<file path="config.mk">
export PLATFORM = sky130hd
export DESIGN_NAME = address_hazard_transaction_tracker_flat
export DESIGN_NICKNAME = d
export VERILOG_FILES = /design/src/hw/rtl/ahtt_pkg.sv /design/src/hw/rtl/ahtt_if.sv /design/src/hw/rtl/ahtt_cell.sv /design/src/hw/rtl/address_hazard_transaction_tracker.sv /design/src/flat_wrapper.sv
export VERILOG_INCLUDE_DIRS = /design/src /design/src/hw/rtl
export SDC_FILE = /design/constraint.sdc
export NUM_CORES = 2
export LEC_CHECK = 0
export BUFFER_PORTS_ARGS = -buffer_cell sky130_fd_sc_hd__buf_2
export CAP_MARGIN = 20
export CORE_MARGIN = 4
export CORE_UTILIZATION = 40
export CTS_CLUSTER_DIAMETER = 30
export DETAILED_ROUTE_END_ITERATION = 8
export PLACE_DENSITY_LB_ADDON = 0.05
export SLEW_MARGIN = 15
export SYNTH_ARGS = -nofsm -noshare
export SYNTH_HDL_FRONTEND = slang
export SYNTH_SLANG_ARGS = --single-unit
</file>
<file path="constraint.sdc">
create_clock -name i_clk -period 22.1 [get_ports i_clk]
set_input_delay 4.42 -clock i_clk [delete_from_list [all_inputs] [get_ports i_clk]]
set_output_delay 4.42 -clock i_clk [all_outputs]
set_load 0.005 [all_outputs]
</file>
<file path="src/hw/rtl/assert_macros.svh">
// shared assertion macros for the tracker
`ifndef ASSERT_MACROS_SVH
`define ASSERT_MACROS_SVH

// same-cycle implication, checked out of reset
`define AHTT_ASSERT_IMPL(lbl, clk, rst_n, ante, cons, msg) \
    lbl: assert property (@(posedge clk) disable iff (!rst_n) (ante) |-> (cons)) \
        else $error(msg);

// next-cycle implication, checked out of reset
`define AHTT_ASSERT_NEXT(lbl, clk, rst_n, ante, cons, msg) \
    lbl: assert property (@(posedge clk) disable iff (!rst_n) (ante) |=> (cons)) \
        else $error(msg);

`endif

</file>
<file path="src/hw/rtl/ahtt_pkg.sv">
package ahtt_pkg;

    localparam int CAPACITY_DEF  = 32;
    localparam int ADDR_BITS_DEF = 48;
    localparam int TXN_BITS_DEF  = 16;

    // slot index
    localparam int IDX_W = $clog2(CAPACITY_DEF);
    typedef logic [IDX_W-1:0] t_idx;

    localparam logic MODE_ALLOC   = 1'b0;
    localparam logic MODE_RELEASE = 1'b1;

    typedef enum logic [1:0] {
        ERR_OK          = 2'd0,
        ERR_FULL        = 2'd1,
        ERR_NOT_VALID   = 2'd2,
        ERR_NOT_GRANTED = 2'd3
    } t_err;

    typedef enum logic [1:0] {
        ST_IDLE,
        ST_SCAN,
        ST_COMMIT
    } t_state;

    // record that walks the cell row one cell per cycle
    typedef struct packed {
        logic pulse;
        logic free_hit;
        t_idx free_idx;
        logic tail_hit;
        t_idx tail_idx;
        logic sel_valid;
        logic sel_granted;
        logic sel_has_succ;
        t_idx sel_succ;
    } t_carry;

    // table update broadcast to every cell
    typedef struct packed {
        logic wr_en;
        t_idx wr_idx;
        logic wr_granted;
        logic link_en;
        t_idx link_idx;
        t_idx link_succ;
        logic clr_en;
        t_idx clr_idx;
        logic grant_en;
        t_idx grant_idx;
    } t_cell_upd;

endpackage

</file>
<file path="src/hw/rtl/ahtt_if.sv">
interface ahtt_req_if #(
    parameter int ADDR_BITS = 48,
    parameter int TXN_BITS  = 16
);
    logic                 valid;
    logic                 ready;
    logic                 mode;
    logic [TXN_BITS-1:0]  txn_id;
    logic [ADDR_BITS-1:0] address;
    logic [4:0]           slot;

    modport source (output valid, mode, txn_id, address, slot, input ready);
    modport sink   (input valid, mode, txn_id, address, slot, output ready);
endinterface

interface ahtt_rsp_if #(
    parameter int TXN_BITS = 16
);
    logic                valid;
    logic                ready;
    logic [4:0]          alloc_slot;
    logic                grant_valid;
    logic [4:0]          grant_slot;
    logic [TXN_BITS-1:0] grant_txn_id;
    logic [1:0]          error_code;

    modport source (output valid, alloc_slot, grant_valid, grant_slot, grant_txn_id,
                    error_code, input ready);
    modport sink   (input valid, alloc_slot, grant_valid, grant_slot, grant_txn_id,
                    error_code, output ready);
endinterface

</file>
<file path="src/hw/rtl/ahtt_cell.sv">
module ahtt_cell
    import ahtt_pkg::*;
#(
    parameter int IDX       = 0,
    parameter int ADDR_BITS = ADDR_BITS_DEF,
    parameter int TXN_BITS  = TXN_BITS_DEF
) (
    input  logic                 i_clk,
    input  logic                 i_rst_n,
    input  logic [ADDR_BITS-1:0] i_addr,
    input  logic [TXN_BITS-1:0]  i_txn,
    input  t_idx                 i_sel,
    input  t_cell_upd            i_upd,
    input  t_carry               i_carry,
    input  logic [TXN_BITS-1:0]  i_carry_txn,
    output t_carry               o_carry,
    output logic [TXN_BITS-1:0]  o_carry_txn
);

    localparam t_idx ME = t_idx'(IDX);

    logic                 r_valid;
    logic                 r_granted;
    logic                 r_has_succ;
    t_idx                 r_succ;
    logic [TXN_BITS-1:0]  r_txn;
    logic [ADDR_BITS-1:0] r_addr;
    t_carry               r_carry;
    logic [TXN_BITS-1:0]  r_carry_txn;
    t_carry               n_carry;
    logic [TXN_BITS-1:0]  n_carry_txn;

    // fold this entry into the passing record
    always_comb begin
        n_carry     = i_carry;
        n_carry_txn = i_carry_txn;
        if (!i_carry.free_hit && !r_valid) begin
            n_carry.free_hit = 1'b1;
            n_carry.free_idx = ME;
        end
        if (!i_carry.tail_hit && r_valid && !r_has_succ && r_addr == i_addr) begin
            n_carry.tail_hit = 1'b1;
            n_carry.tail_idx = ME;
        end
        if (i_sel == ME) begin
            n_carry.sel_valid    = r_valid;
            n_carry.sel_granted  = r_granted;
            n_carry.sel_has_succ = r_has_succ;
            n_carry.sel_succ     = r_succ;
            n_carry_txn          = r_txn;
        end
    end

    always_ff @(posedge i_clk) begin
        if (!i_rst_n) begin
            r_carry <= '0;
        end else begin
            r_carry <= n_carry;
        end
        r_carry_txn <= n_carry_txn;
    end

    always_ff @(posedge i_clk) begin
        if (!i_rst_n) begin
            r_valid    <= 1'b0;
            r_granted  <= 1'b0;
            r_has_succ <= 1'b0;
        end else begin
            if (i_upd.wr_en && i_upd.wr_idx == ME) begin
                r_valid    <= 1'b1;
                r_granted  <= i_upd.wr_granted;
                r_has_succ <= 1'b0;
            end
            if (i_upd.link_en && i_upd.link_idx == ME) begin
                r_has_succ <= 1'b1;
            end
            if (i_upd.clr_en && i_upd.clr_idx == ME) begin
                r_valid    <= 1'b0;
                r_granted  <= 1'b0;
                r_has_succ <= 1'b0;
            end
            if (i_upd.grant_en && i_upd.grant_idx == ME) begin
                r_granted <= 1'b1;
            end
        end
    end

    always_ff @(posedge i_clk) begin
        if (i_upd.wr_en && i_upd.wr_idx == ME) begin
            r_txn  <= i_txn;
            r_addr <= i_addr;
        end
        if (i_upd.link_en && i_upd.link_idx == ME) begin
            r_succ <= i_upd.link_succ;
        end
    end

    assign o_carry     = r_carry;
    assign o_carry_txn = r_carry_txn;

endmodule

</file>
<file path="src/hw/rtl/address_hazard_transaction_tracker.sv">
// transaction tracker with same-address ordering
// i_req (sink): mode 0 allocates a slot for txn_id/address, mode 1 releases slot
// o_rsp (source): one response per request with alloc slot, grant and error code
// the table is a row of CAPACITY cells; each request sends one record down the
// row, one cell per cycle, collecting the lowest free slot, the chain tail for
// the address and the state of the addressed slot
// allocate and plain release walk the row once, then commit the response
// and the table update; the next request is taken after the commit
// release that hands over to a waiting entry walks the row twice, the second
// walk fetching the waiter's txn id, and then commits
// one request is in flight at a time
// reset empties the table (all slots free, nothing granted, no links)
// a held response stays in the output register; the tracker still finishes the
// next walk but waits with the table update until the response is taken
`include "assert_macros.svh"

module address_hazard_transaction_tracker
    import ahtt_pkg::*;
#(
    parameter int CAPACITY  = CAPACITY_DEF,
    parameter int ADDR_BITS = ADDR_BITS_DEF,
    parameter int TXN_BITS  = TXN_BITS_DEF
) (
    input  logic        i_clk,
    input  logic        i_rst_n,
    ahtt_req_if.sink    i_req,
    ahtt_rsp_if.source  o_rsp
);

    // control
    t_state               r_state, n_state;
    logic                 r_launch, n_launch;
    logic                 r_pass2, n_pass2;
    t_idx                 r_sel, n_sel;

    // held request; r_slot keeps the named slot while r_sel moves to the waiter
    logic                 r_mode;
    logic [TXN_BITS-1:0]  r_txn;
    logic [ADDR_BITS-1:0] r_addr;
    logic [4:0]           r_slot;

    // walk results
    t_carry               r_first;
    logic                 r_nx_valid;
    logic [TXN_BITS-1:0]  r_nx_txn;

    // response register
    logic                 r_out_valid;
    logic [4:0]           r_alloc_slot;
    logic                 r_grant_valid;
    logic [4:0]           r_grant_slot;
    logic [TXN_BITS-1:0]  r_grant_txn;
    t_err                 r_err;

    // cell row
    t_carry               w_carry [CAPACITY+1];
    logic [TXN_BITS-1:0]  w_ctxn  [CAPACITY+1];
    logic [CAPACITY-1:0]  w_pulse;
    t_cell_upd            w_upd;

    logic                 w_in_acc;
    logic                 w_out_free;
    logic                 w_end;
    logic                 w_relaunch;
    logic                 w_commit;
    t_carry               w_last;

    // decided response
    logic [4:0]           w_alloc_slot;
    logic                 w_grant_valid;
    logic [4:0]           w_grant_slot;
    logic [TXN_BITS-1:0]  w_grant_txn;
    t_err                 w_err;

    assign i_req.ready = (r_state == ST_IDLE);
    assign w_in_acc    = i_req.valid && i_req.ready;
    assign w_out_free  = !r_out_valid || o_rsp.ready;

    // record entering the row: fresh every cycle, pulse marks the live walk
    assign w_carry[0] = '{pulse: r_launch, default: '0};
    assign w_ctxn[0]  = '0;

    for (genvar g = 0; g < CAPACITY; g++) begin : g_cell
        ahtt_cell #(
            .IDX       (g),
            .ADDR_BITS (ADDR_BITS),
            .TXN_BITS  (TXN_BITS)
        ) u_cell (
            .i_clk       (i_clk),
            .i_rst_n     (i_rst_n),
            .i_addr      (r_addr),
            .i_txn       (r_txn),
            .i_sel       (r_sel),
            .i_upd       (w_upd),
            .i_carry     (w_carry[g]),
            .i_carry_txn (w_ctxn[g]),
            .o_carry     (w_carry[g+1]),
            .o_carry_txn (w_ctxn[g+1])
        );
        assign w_pulse[g] = w_carry[g+1].pulse;
    end

    assign w_last = w_carry[CAPACITY];
    assign w_end  = (r_state == ST_SCAN) && w_last.pulse;

    // released slot has a waiter: walk again to fetch the waiter's id
    assign w_relaunch = w_end && !r_pass2 && (r_mode == MODE_RELEASE)
                        && w_last.sel_valid && w_last.sel_granted && w_last.sel_has_succ;

    // next state and control
    always_comb begin
        n_state  = r_state;
        n_launch = 1'b0;
        n_pass2  = r_pass2;
        n_sel    = r_sel;
        unique case (r_state)
            ST_IDLE: begin
                if (w_in_acc) begin
                    n_state  = ST_SCAN;
                    n_launch = 1'b1;
                    n_pass2  = 1'b0;
                    n_sel    = t_idx'(i_req.slot);
                end
            end
            ST_SCAN: begin
                if (w_relaunch) begin
                    n_launch = 1'b1;
                    n_pass2  = 1'b1;
                    n_sel    = w_last.sel_succ;
                end else if (w_end) begin
                    n_state = ST_COMMIT;
                end
            end
            ST_COMMIT: begin
                if (w_out_free) begin
                    n_state = ST_IDLE;
                end
            end
            default: begin
                n_state = ST_IDLE;
            end
        endcase
    end

    assign w_commit = (r_state == ST_COMMIT) && w_out_free;

    // decide the response and the table update from the walk results
    always_comb begin
        w_upd         = '0;
        w_alloc_slot  = '0;
        w_grant_valid = 1'b0;
        w_grant_slot  = '0;
        w_grant_txn   = '0;
        w_err         = ERR_OK;
        if (r_mode == MODE_ALLOC) begin
            if (!r_first.free_hit) begin
                w_err = ERR_FULL;
            end else begin
                w_upd.wr_en      = w_commit;
                w_upd.wr_idx     = r_first.free_idx;
                w_upd.wr_granted = !r_first.tail_hit;
                w_upd.link_en    = w_commit && r_first.tail_hit;
                w_upd.link_idx   = r_first.tail_idx;
                w_upd.link_succ  = r_first.free_idx;
                w_alloc_slot     = r_first.free_idx[4:0];
                if (!r_first.tail_hit) begin
                    w_grant_valid = 1'b1;
                    w_grant_slot  = r_first.free_idx[4:0];
                    w_grant_txn   = r_txn;
                end
            end
        end else begin
            if (!r_first.sel_valid) begin
                w_err = ERR_NOT_VALID;
            end else if (!r_first.sel_granted) begin
                w_err = ERR_NOT_GRANTED;
            end else begin
                w_upd.clr_en  = w_commit;
                w_upd.clr_idx = t_idx'(r_slot);
                if (r_first.sel_has_succ && r_nx_valid) begin
                    w_upd.grant_en  = w_commit;
                    w_upd.grant_idx = r_first.sel_succ;
                    w_grant_valid   = 1'b1;
                    w_grant_slot    = r_first.sel_succ[4:0];
                    w_grant_txn     = r_nx_txn;
                end
            end
        end
    end

    always_ff @(posedge i_clk) begin
        if (!i_rst_n) begin
            r_state     <= ST_IDLE;
            r_launch    <= 1'b0;
            r_pass2     <= 1'b0;
            r_out_valid <= 1'b0;
        end else begin
            r_state  <= n_state;
            r_launch <= n_launch;
            r_pass2  <= n_pass2;
            if (w_commit) begin
                r_out_valid <= 1'b1;
            end else if (o_rsp.ready) begin
                r_out_valid <= 1'b0;
            end
        end
    end

    always_ff @(posedge i_clk) begin
        r_sel <= n_sel;
        if (w_in_acc) begin
            r_mode <= i_req.mode;
            r_txn  <= i_req.txn_id;
            r_addr <= i_req.address;
            r_slot <= i_req.slot;
        end
        if (w_end && !r_pass2) begin
            r_first <= w_last;
        end
        if (w_end && r_pass2) begin
            r_nx_valid <= w_last.sel_valid;
            r_nx_txn   <= w_ctxn[CAPACITY];
        end
        if (w_commit) begin
            r_alloc_slot  <= w_alloc_slot;
            r_grant_valid <= w_grant_valid;
            r_grant_slot  <= w_grant_slot;
            r_grant_txn   <= w_grant_txn;
            r_err         <= w_err;
        end
    end

    assign o_rsp.valid        = r_out_valid;
    assign o_rsp.alloc_slot   = r_alloc_slot;
    assign o_rsp.grant_valid  = r_grant_valid;
    assign o_rsp.grant_slot   = r_grant_slot;
    assign o_rsp.grant_txn_id = r_grant_txn;
    assign o_rsp.error_code   = r_err;

    `AHTT_ASSERT_IMPL(a_one_walk, i_clk, i_rst_n, 1'b1, $onehot0(w_pulse), "two walks in the cell row")
    `AHTT_ASSERT_NEXT(a_walk_starts, i_clk, i_rst_n, w_in_acc, r_launch && r_state == ST_SCAN, "walk not started after accept")
    `AHTT_ASSERT_NEXT(a_commit_waits, i_clk, i_rst_n, r_state == ST_COMMIT && !w_out_free, r_state == ST_COMMIT, "table updated while response held")
    `AHTT_ASSERT_IMPL(a_no_self_grant, i_clk, i_rst_n, w_upd.clr_en && w_upd.grant_en, w_upd.grant_idx != w_upd.clr_idx, "release grants its own slot")

endmodule

</file>
<file path="src/flat_wrapper.sv">
// flat-port wrapper written by rule: the top's interface ports become plain ports
module address_hazard_transaction_tracker_flat import ahtt_pkg::*;
#(
    parameter int CAPACITY  = CAPACITY_DEF,
    parameter int ADDR_BITS = ADDR_BITS_DEF,
    parameter int TXN_BITS  = TXN_BITS_DEF
)
  (i_clk, i_rst_n, i_req_valid, i_req_mode, i_req_txn_id, i_req_address, i_req_slot, i_req_ready, o_rsp_valid, o_rsp_alloc_slot, o_rsp_grant_valid, o_rsp_grant_slot, o_rsp_grant_txn_id, o_rsp_error_code, o_rsp_ready);
  ahtt_req_if #(.ADDR_BITS(ADDR_BITS), .TXN_BITS(TXN_BITS)) i_req_i ();
  ahtt_rsp_if #(.TXN_BITS(TXN_BITS)) o_rsp_i ();
  input  logic i_clk;
  input  logic i_rst_n;
  input wire logic [$bits(i_req_i.valid)-1:0] i_req_valid;
  input wire logic [$bits(i_req_i.mode)-1:0] i_req_mode;
  input wire logic [$bits(i_req_i.txn_id)-1:0] i_req_txn_id;
  input wire logic [$bits(i_req_i.address)-1:0] i_req_address;
  input wire logic [$bits(i_req_i.slot)-1:0] i_req_slot;
  output wire logic [$bits(i_req_i.ready)-1:0] i_req_ready;
  output wire logic [$bits(o_rsp_i.valid)-1:0] o_rsp_valid;
  output wire logic [$bits(o_rsp_i.alloc_slot)-1:0] o_rsp_alloc_slot;
  output wire logic [$bits(o_rsp_i.grant_valid)-1:0] o_rsp_grant_valid;
  output wire logic [$bits(o_rsp_i.grant_slot)-1:0] o_rsp_grant_slot;
  output wire logic [$bits(o_rsp_i.grant_txn_id)-1:0] o_rsp_grant_txn_id;
  output wire logic [$bits(o_rsp_i.error_code)-1:0] o_rsp_error_code;
  input wire logic [$bits(o_rsp_i.ready)-1:0] o_rsp_ready;
  assign i_req_i.valid = i_req_valid;
  assign i_req_i.mode = i_req_mode;
  assign i_req_i.txn_id = i_req_txn_id;
  assign i_req_i.address = i_req_address;
  assign i_req_i.slot = i_req_slot;
  assign i_req_ready = i_req_i.ready;
  assign o_rsp_valid = o_rsp_i.valid;
  assign o_rsp_alloc_slot = o_rsp_i.alloc_slot;
  assign o_rsp_grant_valid = o_rsp_i.grant_valid;
  assign o_rsp_grant_slot = o_rsp_i.grant_slot;
  assign o_rsp_grant_txn_id = o_rsp_i.grant_txn_id;
  assign o_rsp_error_code = o_rsp_i.error_code;
  assign o_rsp_i.ready = o_rsp_ready;
  address_hazard_transaction_tracker #(.CAPACITY(CAPACITY), .ADDR_BITS(ADDR_BITS), .TXN_BITS(TXN_BITS)) u_core (.i_clk(i_clk), .i_rst_n(i_rst_n), .i_req(i_req_i), .o_rsp(o_rsp_i));
endmodule
</file>
==> flow_summary.json <==
{
  "run_status": "finished clean",
  "cpMaxStageDelayCell": "dfxtp_1",
  "synth_edf_count": 2349,
  "vias": 75011,
  "grt_max_degree": 197,
  "synthCells": 9539,
  "coreArea_sq_mm": 0.322,
  "synth_area_per_cell_sq_um": 13.6,
  "synth_adder_area_share_pct": 0,
  "wirelength_mm": 382,
  "p_leak_nw": 59.2,
  "design_area_sq_mm": 0.161,
  "place_area_sq_mm": 0.135,
  "nets": 10240,
  "vias_per_cell": 4.96,
  "syn_nets": 9613,
  "cts_tree": "built",
  "max_cap_viol_count": 0,
  "finClkSkew_ns": 0.0520,
  "slowest_delay_ns": 0.40,
  "cts_hold_buf": 0,
  "synth_top_family_by_area": "simple AND/OR/NAND/NOR gates",
  "synth_xor_area_share_pct": 10.4,
  "min_path_type": "reg -> reg",
  "gr-total-overflow": 0,
  "drive_above_1_share_pct": 15.3,
  "netlist_area_sq_mm": 0.130,
  "placementRows": 208,
  "crit_family": "flip-flops",
  "ant_nets": 0,
  "hold_violations": 0,
  "ys_ff_latch": 3572,
  "drc": 0,
  "crit_chain": "nor2_1, buf_2",
  "post_cts_buffers": 0,
  "arrival_ns": 2.00,
  "yosysSeqAreaShare_pct": 73.3,
  "rsz0062_at_grt": "no",
  "antenna_found_initial": 18,
  "grt_pass1_wl_mm": 542,
  "dieArea_sq_mm": 0.333,
  "critPathRequiredTime_ns": 17.68,
  "setup_viol": 0,
  "cp_num_buf_inv": 1,
  "finalSetupTns_ns": 0,
  "slew_headroom_pct": 24.2,
  "insertion_delay_ns": 1.03,
  "synth_compound_area_share_pct": 2.40,
  "place_congestion": 0.864,
  "cts_root_buffer": "clkbuf_16",
  "endpoint_kind": "output pin",
  "vdd_drop_max_mv": 0.0996,
  "yosys.area_share.simple_pct": 11.6,
  "yosys.cell_types.count": 58,
  "cts-htree-levels": 6,
  "io_pins": 105,
  "yosysWarnings": 0,
  "critPathLaunchType": "flop",
  "worstMarginPinSlew_ns": 1.13,
  "grt_pass1_vias": 76175,
  "fp.dieH_um": 577,
  "fin_crit_sh_pct": 29.1,
  "die_w_um": 577,
  "async_flop_share_pct": 0,
  "start_util_pct": 40.3,
  "post_cts_resized": 0,
  "slew_viol_final": 0,
  "synth_ff_type": "edfxtp_1",
  "area_growth_pct": 24.2,
  "p_per_area_mw_per_mm2": 119,
  "clock_path_buffers": 4,
  "cts_buffers": 739,
  "worst-path-max-fanout": 8,
  "fillers": 27622,
  "drt_iter0_markers": 5422,
  "drt-pass1-iter-count": 5,
  "grt_usage_pct": 22.4,
  "muxShareOfSynthArea_pct": 0.248,
  "cts.clk_slew.worst_paths_ns": 0.05,
  "fin_crit_ns": 6.42,
  "clkSinkCount": 3572,
  "fmax_mhz": 156,
  "portBuffers": 104,
  "hpwl_mm": 221,
  "crit_type": "reg -> out",
  "wire_per_inst_um": 25.3
}
## placed cells by master, fill, tap and decap left out, types with 24 or more instances in the layout
| master | n |
|---|---|
| clkinv_2 | 114 |
| clkinv_1 | 93 |
| o22ai_1 | 27 |
| buf_12 | 26 |
| or2_2 | 28 |
| clkbuf_8 | 45 |
| nand4_1 | 143 |
| bufinv_16 | 99 |
| buf_4 | 176 |
| clkinv_4 | 44 |
| mux2i_1 | 31 |
| clkinvlp_4 | 61 |
| buf_2 | 103 |
| a21oi_1 | 294 |
| o21a_1 | 97 |
| xnor2_1 | 250 |
| inv_6 | 40 |
| inv_1 | 47 |
| dfxtp_1 | 1223 |
| nor4_1 | 335 |
| nand2_1 | 2122 |
| and3_1 | 85 |
| nor2_1 | 349 |
| edfxtp_1 | 2349 |
| nand3_1 | 65 |
| and2_1 | 57 |
| nor3_1 | 48 |
| xor2_1 | 1286 |
| clkbuf_16 | 758 |
| nor4_2 | 24 |
| clkbuf_1 | 93 |
## path summary, 6_finish.rpt
path / cells after the start / start / slack [ns] / endpoint
worst min-delay path: 0 / u_core.g_cell[31].u_cell.o_carry_txn[15]$_DFF_P_ / 0.40 / u_core.r_nx_txn[15]$_DFFE_PP_
worst max register to register: 8 / u_core.r_addr[19]$_DFFE_PP_ / 18.15 / u_core.g_cell[26].u_cell.o_carry[8]$_SDFF_PP0_
worst min register to register: 0 / u_core.g_cell[31].u_cell.o_carry_txn[15]$_DFF_P_ / 0.40 / u_core.r_nx_txn[15]$_DFFE_PP_
worst max-delay path: 2 / u_core.r_state[1]$_SDFFE_PN0P_ / 15.68 / i_req_ready
## cells in the mapped netlist, types with 5 or more instances
cell type / instances / area share [%]
buf_4: 31 / 0.18
nor3_1: 49 / 0.19
nor3b_1: 20 / 0.12
and3_1: 95 / 0.46
nand4_1: 143 / 0.69
edfxtp_1: 2349 / 54
nand2b_1: 22 / 0.11
mux2i_1: 31 / 0.24
a21oi_1: 294 / 1.1
or4_1: 8 / 0.046
o21ai_0: 7 / 0.027
nand4b_1: 7 / 0.047
dfxtp_1: 1223 / 19
xor2_1: 1286 / 8.7
nor4_1: 337 / 1.6
nand3_1: 65 / 0.25
inv_1: 64 / 0.19
buf_2: 104 / 0.40
a22oi_1: 19 / 0.11
o31ai_1: 16 / 0.093
nand2_1: 2122 / 6.1
buf_1: 6 / 0.017
o41ai_1: 5 / 0.034
o31ai_2: 9 / 0.087
or2_2: 28 / 0.14
o22ai_1: 27 / 0.13
xnor2_1: 250 / 1.7
nor2_1: 376 / 1.1
o21a_1: 97 / 0.56
a22o_1: 19 / 0.13
and2_1: 58 / 0.28
nor4_2: 23 / 0.22
buf_6: 69 / 0.60
clkbuf_1: 229 / 0.66
nor2b_1: 14 / 0.068
## state kept, by name (all words and copies together), names as in the netlist, 16 cells and up
name                              flops
u_core.r_nx_txn                      16
u_core.g_cell.u_cell.r_txn          512
u_core.r_txn                         16
u_core.g_cell.u_cell.o_carry_txn    512
u_core.g_cell.u_cell.r_valid         32
u_core.r_first                       20
u_core.g_cell.u_cell.r_succ         160
u_core.g_cell.u_cell.r_granted       32
u_core.r_addr                        48
u_core.o_rsp.grant_txn_id            16
u_core.g_cell.u_cell.r_has_succ      32
u_core.g_cell.u_cell.o_carry        610
u_core.g_cell.u_cell.r_addr        1536
## per-stage QoR
stage / util (%) / total power [mW] / setup slack, ns / hold WS, ns / std cells
finish: 50.0 / 19.2 / 15.68 / 0.401 / 15122
global route: 50.0 / 19.8 / 15.60 / 0.404 / 15113
CTS: 50.0 / 19.4 / 15.65 / 0.400 / 15101
detailed placement: 42.0 / 8.17 / 14.76 / 0.389 / 13719
global placement: 42.0 / 8.17 / 14.84 / 0.390 / 13706
floorplan: - / 7.85 / 10.18 / 0.386 / 9539
## per-layer routing
layer  GRT usage, %  wire [um]  up-vias
met2           37.4     184000     2021
met1           29.9     170000    37778
met5              0          7        -
met4           7.15      11100        2
met3           3.53      17800      643
li1               -          -    34567
## kinds of logic (layout without fill, tap and decap cells)
kind of cell	after synthesis	count (layout)
AO/OA/AOI/OAI	503	503
AND/OR/NAND/NOR	3388	3388
multiplexers	32	32
XOR/XNOR	1536	1536
flip-flops	3572	3572
buffers and inverters	508	1776
other	0	10
## worst register-to-register path: cells and delay by family (launching register included)
family / cells / cell delay (ns)
AND/OR/NAND/NOR: 4 / 1.73
flip-flops: 1 / 0.31
buffers and inverters: 3 / 1.63
XOR/XNOR: 1 / 0.12
## layout make-up
cell class                 instances  area (sq um)  area share (%)
tap                             4305          5390            3.35
inverter                          68           265           0.165
timing repair buffer             326          2630            1.63
antenna                           10          25.0          0.0155
multi-input combinational       5459         32100            19.9
sequential                      3572         95000            59.0
clock buffer                     896         19900            12.4
clock inverter                   486          5620            3.49
## where the power goes
group | total [mW] | switching [mW] | internal [mW]
Sequential | 7.36 | 0.0630 | 7.30
Combinational | 0.670 | 0.493 | 0.176
Clock | 11.2 | 3.60 | 7.55
No activity file was read; power rests on OpenSTA's default activity.
